File: config.mk
export PLATFORM = sky130hd
export DESIGN_NAME = lsbe_cell
export DESIGN_NICKNAME = d
export VERILOG_FILES = /design/src/rtl/lsbe_pkg.sv /design/src/rtl/lsbe_cell.sv
export SDC_FILE = /design/constraint.sdc
export NUM_CORES = 1
export LEC_CHECK = 0
export BUFFER_PORTS_ARGS = -buffer_cell sky130_fd_sc_hd__buf_2
export CAP_MARGIN = 40
export CORE_ASPECT_RATIO = 1.5
export CORE_MARGIN = 5
export CORE_UTILIZATION = 43
export DETAILED_ROUTE_END_ITERATION = 12
export PLACE_DENSITY = 0.79
export SYNTH_ARGS = -nofsm -noshare
export SYNTH_HDL_FRONTEND = slang
export SYNTH_SLANG_ARGS = --single-unit
File: constraint.sdc
create_clock -name i_clk -period 5.2 [get_ports i_clk]
set_clock_uncertainty 0.15 [all_clocks]
set_input_delay 0.52 -clock i_clk [delete_from_list [all_inputs] [get_ports i_clk]]
set_output_delay 0.52 -clock i_clk [all_outputs]
set_load 0.005 [all_outputs]
File: src/rtl/lsbe_pkg.sv
// Shared types, codes and constants of the LRU size-budget table.
`timescale 1ns / 1ps
package lsbe_pkg;

    localparam int STAMP_W        = 48;
    localparam int TOTAL_OUT_W    = 36;
    localparam int EVICT_OUT_W    = 6;
    localparam int IDX_W          = 5;
    localparam int SIZE_IN_W      = 31;
    localparam int BUDGET_W       = 16;
    localparam int INTERVAL_W     = 8;
    localparam int CFG_IDX_W      = 8;
    localparam int CFG_DATA_W     = 16;
    localparam int MIB_SHIFT      = 20;
    localparam int DEF_ENTRIES    = 32;
    localparam int DEF_SIZE_BITS  = 31;

    localparam logic [BUDGET_W-1:0]   RESET_BUDGET   = 16'd512;
    localparam logic [INTERVAL_W-1:0] RESET_INTERVAL = 8'd20;

    localparam logic [CFG_IDX_W-1:0] REG_BUDGET   = 8'd0;
    localparam logic [CFG_IDX_W-1:0] REG_INTERVAL = 8'd1;

    typedef enum logic [1:0] {
        OP_ALLOC   = 2'd0,
        OP_TOUCH   = 2'd1,
        OP_QUERY   = 2'd2,
        OP_RELEASE = 2'd3
    } t_op;

    typedef enum logic [1:0] {
        CMD_NONE  = 2'd0,
        CMD_WRITE = 2'd1,
        CMD_STAMP = 2'd2,
        CMD_CLEAR = 2'd3
    } t_cmd;

    typedef struct packed {
        t_cmd               kind;
        logic [STAMP_W-1:0] stamp;
    } t_cell_cmd;

    typedef enum logic [5:0] {
        ST_IDLE  = 6'b000001,
        ST_CHECK = 6'b000010,
        ST_SCAN  = 6'b000100,
        ST_EVICT = 6'b001000,
        ST_APPLY = 6'b010000,
        ST_OUT   = 6'b100000
    } t_state;

endpackage

File: src/rtl/lsbe_cell.sv
// One table entry with its stage of the least-recently-used search chain.
`timescale 1ns / 1ps
module lsbe_cell #(
    parameter int SIZE_BITS = lsbe_pkg::DEF_SIZE_BITS,
    parameter int IW        = 5,
    parameter int INDEX     = 0
) (
    input  logic                        i_clk,
    input  logic                        i_rst_n,
    input  lsbe_pkg::t_cell_cmd         i_cmd,
    input  logic                        i_sel,
    input  logic [SIZE_BITS-1:0]        i_size,
    input  logic                        i_found,
    input  logic [lsbe_pkg::STAMP_W-1:0] i_best_stamp,
    input  logic [IW-1:0]               i_best_idx,
    input  logic [SIZE_BITS-1:0]        i_best_bytes,
    output logic                        o_found,
    output logic [lsbe_pkg::STAMP_W-1:0] o_best_stamp,
    output logic [IW-1:0]               o_best_idx,
    output logic [SIZE_BITS-1:0]        o_best_bytes,
    output logic                        o_valid,
    output logic [SIZE_BITS-1:0]        o_bytes,
    output logic [lsbe_pkg::STAMP_W-1:0] o_stamp
);

    logic                         r_valid;
    logic [SIZE_BITS-1:0]         r_bytes;
    logic [lsbe_pkg::STAMP_W-1:0] r_stamp;
    logic                         w_take;

    // This entry replaces the running best only when strictly older, so ties go low.
    assign w_take = r_valid && (!i_found || (r_stamp < i_best_stamp));

    always_ff @(posedge i_clk) begin
        if (!i_rst_n) begin
            r_valid <= 1'b0;
            r_bytes <= '0;
            r_stamp <= '0;
        end else if (i_sel) begin
            case (i_cmd.kind)
                lsbe_pkg::CMD_WRITE: begin
                    r_valid <= 1'b1;
                    r_bytes <= i_size;
                    r_stamp <= i_cmd.stamp;
                end
                lsbe_pkg::CMD_STAMP: begin
                    r_stamp <= i_cmd.stamp;
                end
                lsbe_pkg::CMD_CLEAR: begin
                    r_valid <= 1'b0;
                    r_bytes <= '0;
                    r_stamp <= '0;
                end
                default: begin
                end
            endcase
        end
    end

    always_ff @(posedge i_clk) begin
        if (!i_rst_n) begin
            o_found <= 1'b0;
        end else begin
            o_found <= i_found || r_valid;
        end
        if (w_take) begin
            o_best_stamp <= r_stamp;
            o_best_idx   <= IW'(INDEX);
            o_best_bytes <= r_bytes;
        end else begin
            o_best_stamp <= i_best_stamp;
            o_best_idx   <= i_best_idx;
            o_best_bytes <= i_best_bytes;
        end
    end

    assign o_valid = r_valid;
    assign o_bytes = r_bytes;
    assign o_stamp = r_stamp;

endmodule

== Word level (Yosys, flattened, before mapping) ==
Cells that the tools add are included.

* Bits in registers: 165
* Input port bits: 169
* Output and inout port bits: 165
* Logic and storage cells: 25

* Order comparisons: 1
* Equal/unequal tests: 3
* Muxes and demuxes: 5
* Reduce and logical (&&, ||, !) cells: 9

{| class="wikitable"
|+ Operators by type and width
! operator !! count
|-
| $pmux 48 s2 || 1
|-
| $pmux 31 s2 || 1
|-
| $lt 48x48->1 || 1
|-
| $mux 48 || 1
|-
| $mux 31 || 1
|-
| $eq 2x2->1 const B || 2
|-
| $reduce_and 2->1 || 2
|-
| $reduce_bool 2->1 || 2
|-
| $eq 2x1->1 const B || 1
|-
| $logic_or 1x1->1 || 2
|-
| $pmux 1 s2 || 1
|-
| $reduce_or 2->1 || 1
|-
| $logic_and 1x1->1 || 1
|-
| $logic_not 1->1 || 1
|}

== Depth between registers and ports, before layout ==
Gate-level depths: netlist of the first run.

* Depth in word-level cells: 4
* Gate-level depth with buffers: 12
* Mapped depth without buffers: 8

== Worst setup path after synthesis of the first run ==
OpenSTA, ideal clock, no wires.

* Path kind: input to register
* From: input port i_best_stamp[43] in the netlist's numbering
* To: register o_best_stamp[46] in the netlist's numbering
* Data arrival time: 2559 ps
* Setup slack: 2369 ps
* Cell stages on the path: 12
* Buffers on the path: 4
* Cells stage by stage: inv_1 ha_1 nand4_1 nor4_4 nand3_1 a31o_1 buf_2 and2_1 buf_6 buf_6 buf_6 a311o_1

* Word-level cells in the longest chain between the ends: 4

{| class="wikitable"
|+ Ends and longest elaborated chain
! what !! line !! source
|-
| start, declared || lsbe_cell.sv:14 || <nowiki>input logic [lsbe_pkg::STAMP_W-1:0] i_best_stamp,</nowiki>
|-
| $lt 48x48->1 || lsbe_cell.sv:32 || <nowiki>assign w_take = r_valid && (!i_found || (r_stamp < i_best_stamp));</nowiki>
|-
| $logic_or 1x1->1 || lsbe_cell.sv:32 ||
|-
| $logic_and 1x1->1 || lsbe_cell.sv:32 ||
|-
| $mux 48 || lsbe_cell.sv:66 || <nowiki>if (w_take) begin</nowiki>
|-
| end signal, assigned || lsbe_cell.sv:67 || <nowiki>o_best_stamp <= r_stamp;</nowiki>
|-
| end signal, assigned || lsbe_cell.sv:71 || <nowiki>o_best_stamp <= i_best_stamp;</nowiki>
|-
| end, declared || lsbe_cell.sv:18 || <nowiki>output logic [lsbe_pkg::STAMP_W-1:0] o_best_stamp,</nowiki>
|}

Every way passes these cells.
A chain may end at the register's enable or synchronous reset.

== Worst setup path in the final report of the first run ==
* From: register r_stamp, in the netlist o_stamp[1]
* To: register o_best_bytes[26]

* Word-level cells in the longest chain between the ends: 4

{| class="wikitable"
|+ Ends and longest elaborated chain
! what !! line !! source
|-
| start, declared || lsbe_cell.sv:28 || <nowiki>logic [lsbe_pkg::STAMP_W-1:0] r_stamp;</nowiki>
|-
| start signal, assigned || lsbe_cell.sv:44 || <nowiki>r_stamp <= i_cmd.stamp;</nowiki>
|-
| start signal, assigned || lsbe_cell.sv:47 || <nowiki>r_stamp <= i_cmd.stamp;</nowiki>
|-
| $lt 48x48->1 || lsbe_cell.sv:32 ||
|-
| $logic_or 1x1->1 || lsbe_cell.sv:32 ||
|-
| $logic_and 1x1->1 || lsbe_cell.sv:32 ||
|-
| $mux 31 || lsbe_cell.sv:66 ||
|-
| end signal, assigned || lsbe_cell.sv:69 || <nowiki>o_best_bytes <= r_bytes;</nowiki>
|-
| end signal, assigned || lsbe_cell.sv:73 || <nowiki>o_best_bytes <= i_best_bytes;</nowiki>
|-
| end, declared || lsbe_cell.sv:20 || <nowiki>output logic [SIZE_BITS-1:0] o_best_bytes,</nowiki>
|}

Every way passes these cells.

==> results of run 1 <==
[layout by cell type, fill, tap and decap left out, types with 15 or more instances in the layout]
master and n:
buf_4 15, nor3b_1 31, nand2_1 140, o21ai_0 86, dfxtp_1 165, nor2b_1 31
a311o_1 79, a21boi_0 49, nand3_1 54, inv_1 49, a22oi_1 79, ha_1 47
buf_2 333, clkbuf_16 17, a21oi_1 130
[final timing paths]
kind / end / start / depth (start not counted) / slack (ns)
min: o_best_idx[2]$_SDFF_PP0_ / i_best_idx[2] / 2 / 0.17
max: o_best_bytes[26]$_DFF_P_ / o_stamp[1]$_SDFFE_PN0P_ / 8 / 1.84
min reg2reg: o_stamp[40]$_SDFFE_PN0P_ / o_stamp[40]$_SDFFE_PN0P_ / 2 / 0.37
max reg2reg: o_best_bytes[26]$_DFF_P_ / o_stamp[1]$_SDFFE_PN0P_ / 8 / 1.84
[area by class of cell]
| cell class | count | area, um^2 | share of cell area [%] |
|---|---|---|---|
| Inverter | 50 | 188 | 1.64 |
| Tap cell | 264 | 330 | 2.88 |
| Clock buffer | 21 | 450 | 3.93 |
| Clock inverter | 11 | 200 | 1.75 |
| Sequential cell | 165 | 3300 | 28.8 |
| Antenna cell | 3 | 7.51 | 0.0655 |
| Timing Repair Buffer | 354 | 1930 | 16.8 |
| Multi-Input combinational cell | 768 | 5050 | 44.1 |
[power groups by stage]
| stage | combinational [uW] | clock, uW | sequential (uW) |
|---|---|---|---|
| floorplan | 270 | 0 | 1430 |
| global placement | 499 | 0 | 1430 |
| detailed placement | 528 | 0 | 1430 |
| CTS | 532 | 1420 | 1400 |
| global route | 590 | 1460 | 1410 |
| finish | 531 | 1400 | 1400 |
[state kept, by name, indices dropped and copies added (netlist names)]
name	flops
o_best_bytes	31
o_best_idx	5
o_best_stamp	48
o_bytes	31
o_found	1
o_stamp	48
o_valid	1
[kinds of logic after synthesis]
| logic type | after synthesis |
|---|---|
| AO/OA/AOI/OAI | 438 |
| adder cells (fa/ha/maj) | 47 |
| buffers and inverters | 151 |
| flip-flops | 165 |
| AND/OR/NAND/NOR | 283 |
[per-stage QoR]
stage,instances,setup slack [ns],area [um^2]
floorplan,1084,2.37,8890
global placement,1595,1.57,10600
detailed placement,1601,1.54,10800
CTS,1633,1.80,11400
global route,1636,1.68,11500
finish,1636,1.84,11500
[per-layer routing]
metal	vias to the layer above	wire length [um]	global-route usage, %
li1	4551	-	-
met1	4546	11900	29.5
met2	513	16200	45.4
met3	103	2740	6.43
met4	4	1470	14.6
met5	-	21	0
[worst max-delay path: stages, from the launching register on]
cell      delay, ns
dfxtp_1        0.44
ha_1           0.27
a2111o_1       0.38
a32oi_1        0.34
a31o_4         0.21
buf_4          0.40
buf_4          0.53
a21oi_1        0.14
a311o_1        0.34
==> impl_metrics.toml, run 1 <==
[detailed_routing]
firstDrtPassIters = 6
drt-total-wl_um = 32300
postRouteAntennaNets = 0
avgRoutedWirePerCell_um = 19.7
num_vias = 9717
drt-initial-drc-count = 973
drc_errors = 0
via_per_inst = 5.94

[synth]
yosysWarnings = 0
synth_top_family_by_area = "compound AO/OA/AOI/OAI gates"
yosysMostFrequentCell = "dfxtp_1"
synth_xor_area_share_pct = 0
synth_cells = 1084
async_flop_share_pct = 0
synth_top_cell_area_share_pct = 37.1
synth_cell_types = 39
synth_compound_area_share_pct = 33.7
yosys.area_share.simple_pct = 15.8
synth_edf_count = 0
ys.flop_type = "dfxtp_1"
avgSynthCellArea_um2 = 8.20
seq_area_frac_synth_pct = 37.1
synth_nets = 1300
ys_ff_latch = 165
muxShareOfSynthArea_pct = 0
synthTopCellsByCount = "165 x dfxtp_1, 142 x nand2_1, 130 x a21oi_1"
synthAdderAreaFrac_pct = 6.61
synth_top_area_cell = "dfxtp_1"
netlist_area_um2 = 8890
synth_area_leaders = "dfxtp_1 37%, a311o_1 8.9%, a21oi_1 7.3%"

[timing]
hold_ws_ns = 0.169
rsz0062_at_grt = "no"
setup_viol = 0
fin_crit_sh_pct = 64.6
maxSlewHeadroom_pct = 43.4
hold_viol_final = 0
worst_slew_pin_slew_ns = 0.850
period_minus_slack_ns = 3.36
fin_setup_tns_ns = 0
drv_slew = 0
fmaxAchievable_mhz = 298

[setup_path]
startpoint_type = "flip-flop"
required_ns = 5.36
worstSetupEndpointType = "flip-flop"
criticalPathCategory = "reg -> reg"
worstPathArrival_ns = 3.52
path_max_fanout = 45

[grt]
grt_pass1_vias = 9531
grt_usage_pct = 26.2
antenna_found_initial = 5
grt-ovfl-total = 0
grt_first_pass_wirelength_um = 49800
grt_max_degree = 82

[die]
die_y_um = 186
coreArea_um2 = 20400
initial_core_util_pct = 43.6
pin_count = 334
rows = 64
die_area_um2 = 23700
die_w_um = 127

[layout]
layout-drive-gt1-share_pct = 29.0
utilization_pct = 56.1
syn2layout_area_growth_pct = 28.8
fillCellCount = 1842
fin_nets = 1572

[clocking]
htree_levels = 4
post_cts_buffers = 0
clockBufferDepth = 2
hold_buffers = 0
path_clk_slew_ns = 0.07
cts_tree = "built"
clock_latency_ns = 0.43
post_cts_resized = 0
root_buffer = "clkbuf_16"
numCtsBuffers = 17
cts_sinks = 165

[place]
hpwl_um = 22300
gp_congestion = 0.856
io_buffers = 333

[pwr]
leakage_uw = 0.00517
powerDensity_nw_per_um2 = 291
irDropWorstVdd_v = 0.000205
total_power_uw = 3340
internal-power_uw = 2460
netSwitchingFraction_pct = 26.2
pwr-share-clk_pct = 42.0
switching_power_uw = 875
pwr-share-comb_pct = 15.9
pwr-share-seq_pct = 42.1

[status]
outcome = "completed"

[hold_path]
hold_path_class = "in -> reg"

[flow_run]
maxCapViolCount = 0
No activity file was read; power rests on OpenSTA's default activity.
==> run 2: changes to the inputs <==
--- a/config.mk
+++ b/config.mk
@@ -11,7 +11,7 @@
 export CORE_MARGIN = 5
 export CORE_UTILIZATION = 43
 export DETAILED_ROUTE_END_ITERATION = 12
-export PLACE_DENSITY = 0.79
+export PLACE_DENSITY = 0.82
 export SYNTH_ARGS = -nofsm -noshare
 export SYNTH_HDL_FRONTEND = slang
 export SYNTH_SLANG_ARGS = --single-unit
==> constraint.sdc (replaced) <==
create_clock -name i_clk -period 2.8 [get_ports i_clk]
set_clock_uncertainty 0.15 [all_clocks]
set_input_delay 0.28 -clock i_clk [delete_from_list [all_inputs] [get_ports i_clk]]
set_output_delay 0.28 -clock i_clk [all_outputs]
set_load 0.005 [all_outputs]
==> run 2 against run 1 <==
Net effect: via count rose by 8.4%; largest cell class unchanged; fmax rose by 21%; global-route usage rose by 2.0 points; non-clock buffer count rose by 103; sequential power rose by 85%; register-to-register slack got worse by 1.8 ns; die area did not move; combinational power rose by 110%.
==> impl_metrics.toml, run 2 (synthesis results as in run 1) <==
[status]
outcome = "completed"

[hold_path]
hold_path_class = "in -> reg"

[clocking]
root_buffer = "clkbuf_16"
clockBufferDepth = 2
path_clk_slew_ns = 0.07
cts_tree = "built"
cts_sinks = 165
htree_levels = 4
clock_latency_ns = 0.44
numCtsBuffers = 17

[die]
die_area_um2 = 23700
pin_count = 334
die_y_um = 186
rows = 64
initial_core_util_pct = 43.6
coreArea_um2 = 20400
die_w_um = 127

[layout]
layout-drive-gt1-share_pct = 31.3
fillCellCount = 1691
utilization_pct = 60.9
layout_commonest_cell = "buf_2"
syn2layout_area_growth_pct = 39.9
final_cell_mix = "333 x buf_2, 162 x dfxtp_1, 140 x nand2_1"
fin_nets = 1675

[pwr]
leakage_uw = 0.00567
powerDensity_nw_per_um2 = 488
irDropWorstVdd_v = 0.000386

[detailed_routing]
num_vias = 10533
drt-initial-drc-count = 924
postRouteAntennaNets = 0
drt-total-wl_um = 35700
via_per_inst = 6.06
firstDrtPassIters = 12
drc_errors = 0
avgRoutedWirePerCell_um = 20.5

[setup_path]
worstPathArrival_ns = 2.95
required_ns = 2.97
crit_slowest_cell = "a2111o_1"
startpoint_type = "flip-flop"
ff2ff_setup_slack_ns = 0.02
path_cells = "ha_1, a2111o_1, a32oi_2, a31o_4, buf_6, buf_12, a21oi_1, a311o_1"
cp_slowest_stage_delay_ns = 0.40
crit_end = "o_best_stamp[8]$_DFF_P_"
crit_start = "o_stamp[1]$_SDFFE_PN0P_"
r2r_cells = 8
regToRegEndpoint = "o_best_stamp[8]$_DFF_P_"
path_max_fanout = 39
r2r_start = "o_stamp[1]$_SDFFE_PN0P_"
worstSetupEndpointType = "flip-flop"
criticalPathCategory = "reg -> reg"

[grt]
grt_max_degree = 82
grt-ovfl-total = 0
grt_pass1_vias = 10360
grt_usage_pct = 28.3
antenna_found_initial = 2
grt_first_pass_wirelength_um = 53800

[timing]
hold_viol_final = 0
maxSlewHeadroom_pct = 55.1
hold_ws_ns = 0.0219
period_minus_slack_ns = 2.78
fin_crit_sh_pct = 99.2
worst_slew_pin_slew_ns = 0.674
fmaxAchievable_mhz = 360
setup_viol = 0
post-route-worst-setup-slack_ns = 0.0231
drv_slew = 0

[place]
pre_cts_ws_ns = -0.186
io_buffers = 333
hpwl_um = 23400
gp_congestion = 0.884

[flow_run]
maxCapViolCount = 0
## run 2: cell types whose count changed in the layout (fill, tap and decap cells not counted), moves of 3 or more
cell / previous run / this run
dfxtp_1: 165 / 162
clkbuf_8: 1 / 4
buf_12: 2 / 13
bufinv_16: 5 / 1
dlygate4sd3_1: 0 / 50
buf_4: 15 / 57
buf_16: 4 / 0
## run 2: where the power goes
part | switching, uW | internal, uW | leakage (uW)
registers | 86.1 | 2500 | 0.00137
logic | 597 | 546 | 0.00402
clock network | 1010 | 1320 | 0.000282
total | 1700 | 4370 | 0.00567
## run 2: cell type report
class	count	area (um^2)	area share (%)
antenna	2	5.00	0.0402
clock buffer	22	484	3.89
clock inverter	10	98.8	0.795
inverter	50	188	1.51
multi-input combinational	768	5090	41.0
sequential	165	3310	26.6
tap	264	330	2.66
timing repair buffer	457	2930	23.5
## run 2: how the worst min path moves through the flow
stage	start	endpoint	depth (start not counted)
after floorplan	i_best_idx[0]	o_best_idx[0]$_SDFF_PP0_	1
after CTS	i_cmd[1]	o_stamp[1]$_SDFFE_PN0P_	3
after global routing	i_cmd[5]	o_stamp[5]$_SDFFE_PN0P_	3
after detailed placement	i_best_idx[2]	o_best_idx[2]$_SDFF_PP0_	2
final	i_cmd[6]	o_stamp[6]$_SDFFE_PN0P_	3
after global placement	o_stamp[22]$_SDFFE_PN0P_	o_stamp[22]$_SDFFE_PN0P_	2
## run 2: through the flow
stage	cells	setup TNS [ns]	instance area [um^2]	total power [uW]
2_1_floorplan	1084	0	8890	3150
3_3_place_gp	1650	-6.67	11200	3650
3_5_place_dp	1651	-9.76	11200	3680
4_1_cts	1733	0	12300	6050
5_1_grt	1738	-0.0247	12400	6300
6_report	1738	0	12400	6060
## run 2: timing repair
action                                  CTS  global route
resized for setup                         2            11
gates cloned                              0             2
setup buffers                             0             1
endpoints found under the setup margin   46            79
hold endpoints to repair                 50             0
pin swaps                                 0             4
hold buffers                             50             0
## run 2: layer usage
| metal | wire length, um | GRT usage, % | part of all wire [%] | vias up |
|---|---|---|---|---|
| met2 | 17900 | 49.5 | 50 | 668 |
| li1 | - | - | - | 4754 |
| met1 | 12700 | 30.8 | 35 | 4946 |
| met3 | 3180 | 7.11 | 8.9 | 165 |
| met4 | 1940 | 16.8 | 5.4 | 0 |
| met5 | 0 | 0 | 0 | - |
## run 2: critical path: cells and delay by family, from the launching register on
kind                       cells  cell delay (ns)
AOI/OAI and AO/OA              5             1.40
buffers and inverters          2             0.46
adders and majority gates      1             0.28
DFF                            1             0.33
==> run 3: changes to the inputs <==
--- a/config.mk
+++ b/config.mk
@@ -5,13 +5,15 @@
 export SDC_FILE = /design/constraint.sdc
 export NUM_CORES = 1
 export LEC_CHECK = 0
+export ABC_AREA = 1
 export BUFFER_PORTS_ARGS = -buffer_cell sky130_fd_sc_hd__buf_2
 export CAP_MARGIN = 40
 export CORE_ASPECT_RATIO = 1.5
 export CORE_MARGIN = 5
-export CORE_UTILIZATION = 43
+export CORE_UTILIZATION = 42
 export DETAILED_ROUTE_END_ITERATION = 12
-export PLACE_DENSITY = 0.82
+export PLACE_DENSITY = 0.85
+export SKIP_LAST_GASP = 1
 export SYNTH_ARGS = -nofsm -noshare
 export SYNTH_HDL_FRONTEND = slang
 export SYNTH_SLANG_ARGS = --single-unit
==> run 3 against run 2 <==
Net effect: die area fell by 18%; power rose by 4.0%; critical endpoint is now o_best_bytes[17]$_DFF_P_; largest power group unchanged; setup slack improved by 0.069 ns; critical path depth rose by 9.
==> impl_metrics.toml, run 3 <==
[synth]
muxShareOfSynthArea_pct = 0
synth_top_area_cell = "dfxtp_1"
seq_area_frac_synth_pct = 47.3
netlist_area_um2 = 6980
yosysWarnings = 0
yosys.area_share.simple_pct = 25.0
synthAdderAreaFrac_pct = 8.42
ys.flop_type = "dfxtp_1"
synth_cells = 925
synth_cell_types = 19
yosysMostFrequentCell = "nand2_1"
ys_ff_latch = 165
synth_nets = 1141
synth_xor_area_share_pct = 0
async_flop_share_pct = 0
synthTopCellsByCount = "327 x nand2_1, 165 x dfxtp_1, 100 x a21oi_1"
synth_edf_count = 0
avgSynthCellArea_um2 = 7.55
synth_area_leaders = "dfxtp_1 47%, nand2_1 18%, ha_1 8.4%"
synth_top_family_by_area = "simple AND/OR/NAND/NOR gates"
synth_compound_area_share_pct = 11.7
synth_top_cell_area_share_pct = 47.3

[grt]
grt-ovfl-total = 0
grt_busiest_layer = "met2"
antenna_found_initial = 1
met3_usage_pct = 6.89
grt_usage_pct = 30.4
grt_pass1_vias = 9134
grt_max_degree = 97
met1_usage_pct = 32.1
grt_first_pass_wirelength_um = 46600
met2_usage_pct = 52.2

[detailed_routing]
num_vias = 8832
drt-initial-drc-count = 795
avgRoutedWirePerCell_um = 18.6
via_per_inst = 5.46
firstDrtPassIters = 6
drt-total-wl_um = 30100
drc_errors = 0
postRouteAntennaNets = 0

[die]
initial_core_util_pct = 42.9
rows = 57
die_area_um2 = 19400
die_w_um = 115
coreArea_um2 = 16300
pin_count = 334
die_y_um = 168

[place]
hpwl_um = 17100
gp_congestion = 0.899
io_buffers = 333
pre_cts_ws_ns = 0.381

[clocking]
post_cts_buffers = 0
hold_buffers = 163
clock_latency_ns = 0.42
htree_levels = 4
clockBufferDepth = 2
path_clk_slew_ns = 0.07
cts_sinks = 165
post_cts_resized = 0
numCtsBuffers = 17
root_buffer = "clkbuf_16"
cts_tree = "built"

[layout]
fin_nets = 1613
syn2layout_area_growth_pct = 58.2
layout-drive-gt1-share_pct = 27.2
final_cell_mix = "333 x buf_2, 325 x nand2_1, 164 x dfxtp_1"
fillCellCount = 1118
layout_commonest_cell = "buf_2"

[timing]
maxSlewHeadroom_pct = 58.7
post-route-worst-setup-slack_ns = 0.0920
setup_viol = 0
period_minus_slack_ns = 2.71
hold_viol_final = 0
fin_crit_sh_pct = 96.7
worst_slew_pin_slew_ns = 0.619
rsz0062_at_grt = "no"
fin_setup_tns_ns = 0
drv_slew = 0
fmaxAchievable_mhz = 369
hold_ws_ns = 0.0664

[pwr]
powerDensity_nw_per_um2 = 571
irDropWorstVdd_v = 0.000435
leakage_uw = 0.00588
total_power_uw = 6310

[setup_path]
path_max_fanout = 48
criticalPathCategory = "in -> reg"
startpoint_type = "primary input"
required_ns = 3.01
r2r_start = "o_stamp[47]$_SDFFE_PN0P_"
crit_start = "i_best_stamp[39]"
worstPathArrival_ns = 2.92
worstSetupEndpointType = "flip-flop"

[flow_run]
maxCapViolCount = 0

[hold_path]
hold_start = "i_found"
hold_path_class = "in -> reg"

[status]
outcome = "completed"
==> run 3: cell types whose count changed after synthesis, sizes merged, moves of 6 or more <==
cell    change
nor2b      -31
buf         +6
nor2       +14
a22oi      -79
nor3b      -31
clkbuf     -51
nand3      +29
nand2     +187
o21ai      -34
a311o      -79
a21boi     -44
inv        +14
a21oi      -30
==> run 3: layer usage <==
metal | up-vias | wire length, um
met1 | 4002 | 9830
met4 | 0 | 2380
met3 | 200 | 2950
li1 | 3929 | -
met2 | 701 | 14900
met5 | - | 0
==> run 3: cells by family after synthesis <==
logic type                 Yosys count
and+or+nand+nor                    433
DFF                                165
AOI/OAI and AO/OA                  160
buffers and inverters              120
adders and majority gates           47
==> run 3: final timing paths <==
path	cells after the start	end	slack, ns
max reg2reg	14	o_best_bytes[17]$_DFF_P_	0.28
min	3	o_found$_SDFF_PN0_	0.07
max	17	o_best_bytes[17]$_DFF_P_	0.09
min reg2reg	2	o_best_bytes[29]$_DFF_P_	0.34
==> run 3: final cells by class <==
cell class | instances | area (um^2) | area share (%)
Clock inverter | 14 | 214 | 1.94
Clock buffer | 18 | 429 | 3.88
Antenna cell | 1 | 2.50 | 0.0226
Tap cell | 206 | 258 | 2.33
Inverter | 64 | 240 | 2.17
Sequential cell | 165 | 3310 | 29.9
Timing Repair Buffer | 509 | 3430 | 31.1
Multi-Input combinational cell | 640 | 3170 | 28.6
==> run 3: worst max-delay path: stages <==
cell,delay [ns]
dlygate4sd3_1,0.53
buf_2,0.14
inv_1,0.07
ha_1,0.33
nand2_1,0.09
nor2_1,0.15
nand2_1,0.09
nor2_2,0.11
nand3_1,0.09
nor2_1,0.12
nor2_1,0.05
nand2_1,0.10
nand2_4,0.08
nand2_4,0.14
buf_12,0.26
nand2_1,0.14
nand2_1,0.12
==> run 3: power by group <==
| group | total, uW | switching, uW | internal [uW] | leakage (uW) |
|---|---|---|---|---|
| combinational | 1080 | 558 | 518 | 0.00419 |
| sequential | 2640 | 125 | 2510 | 0.00138 |
| clock | 2590 | 1060 | 1530 | 0.000317 |
| total | 6310 | 1740 | 4560 | 0.00588 |
==> run 3: metrics by stage <==
stage / util (%) / instances / area [um^2]
floorplan: - / 925 / 6980
global placement: 53.9 / 1421 / 8770
detailed placement: 53.9 / 1421 / 8770
CTS: 67.9 / 1616 / 11000
global route: 68.0 / 1617 / 11000
finish: 68.0 / 1617 / 11000
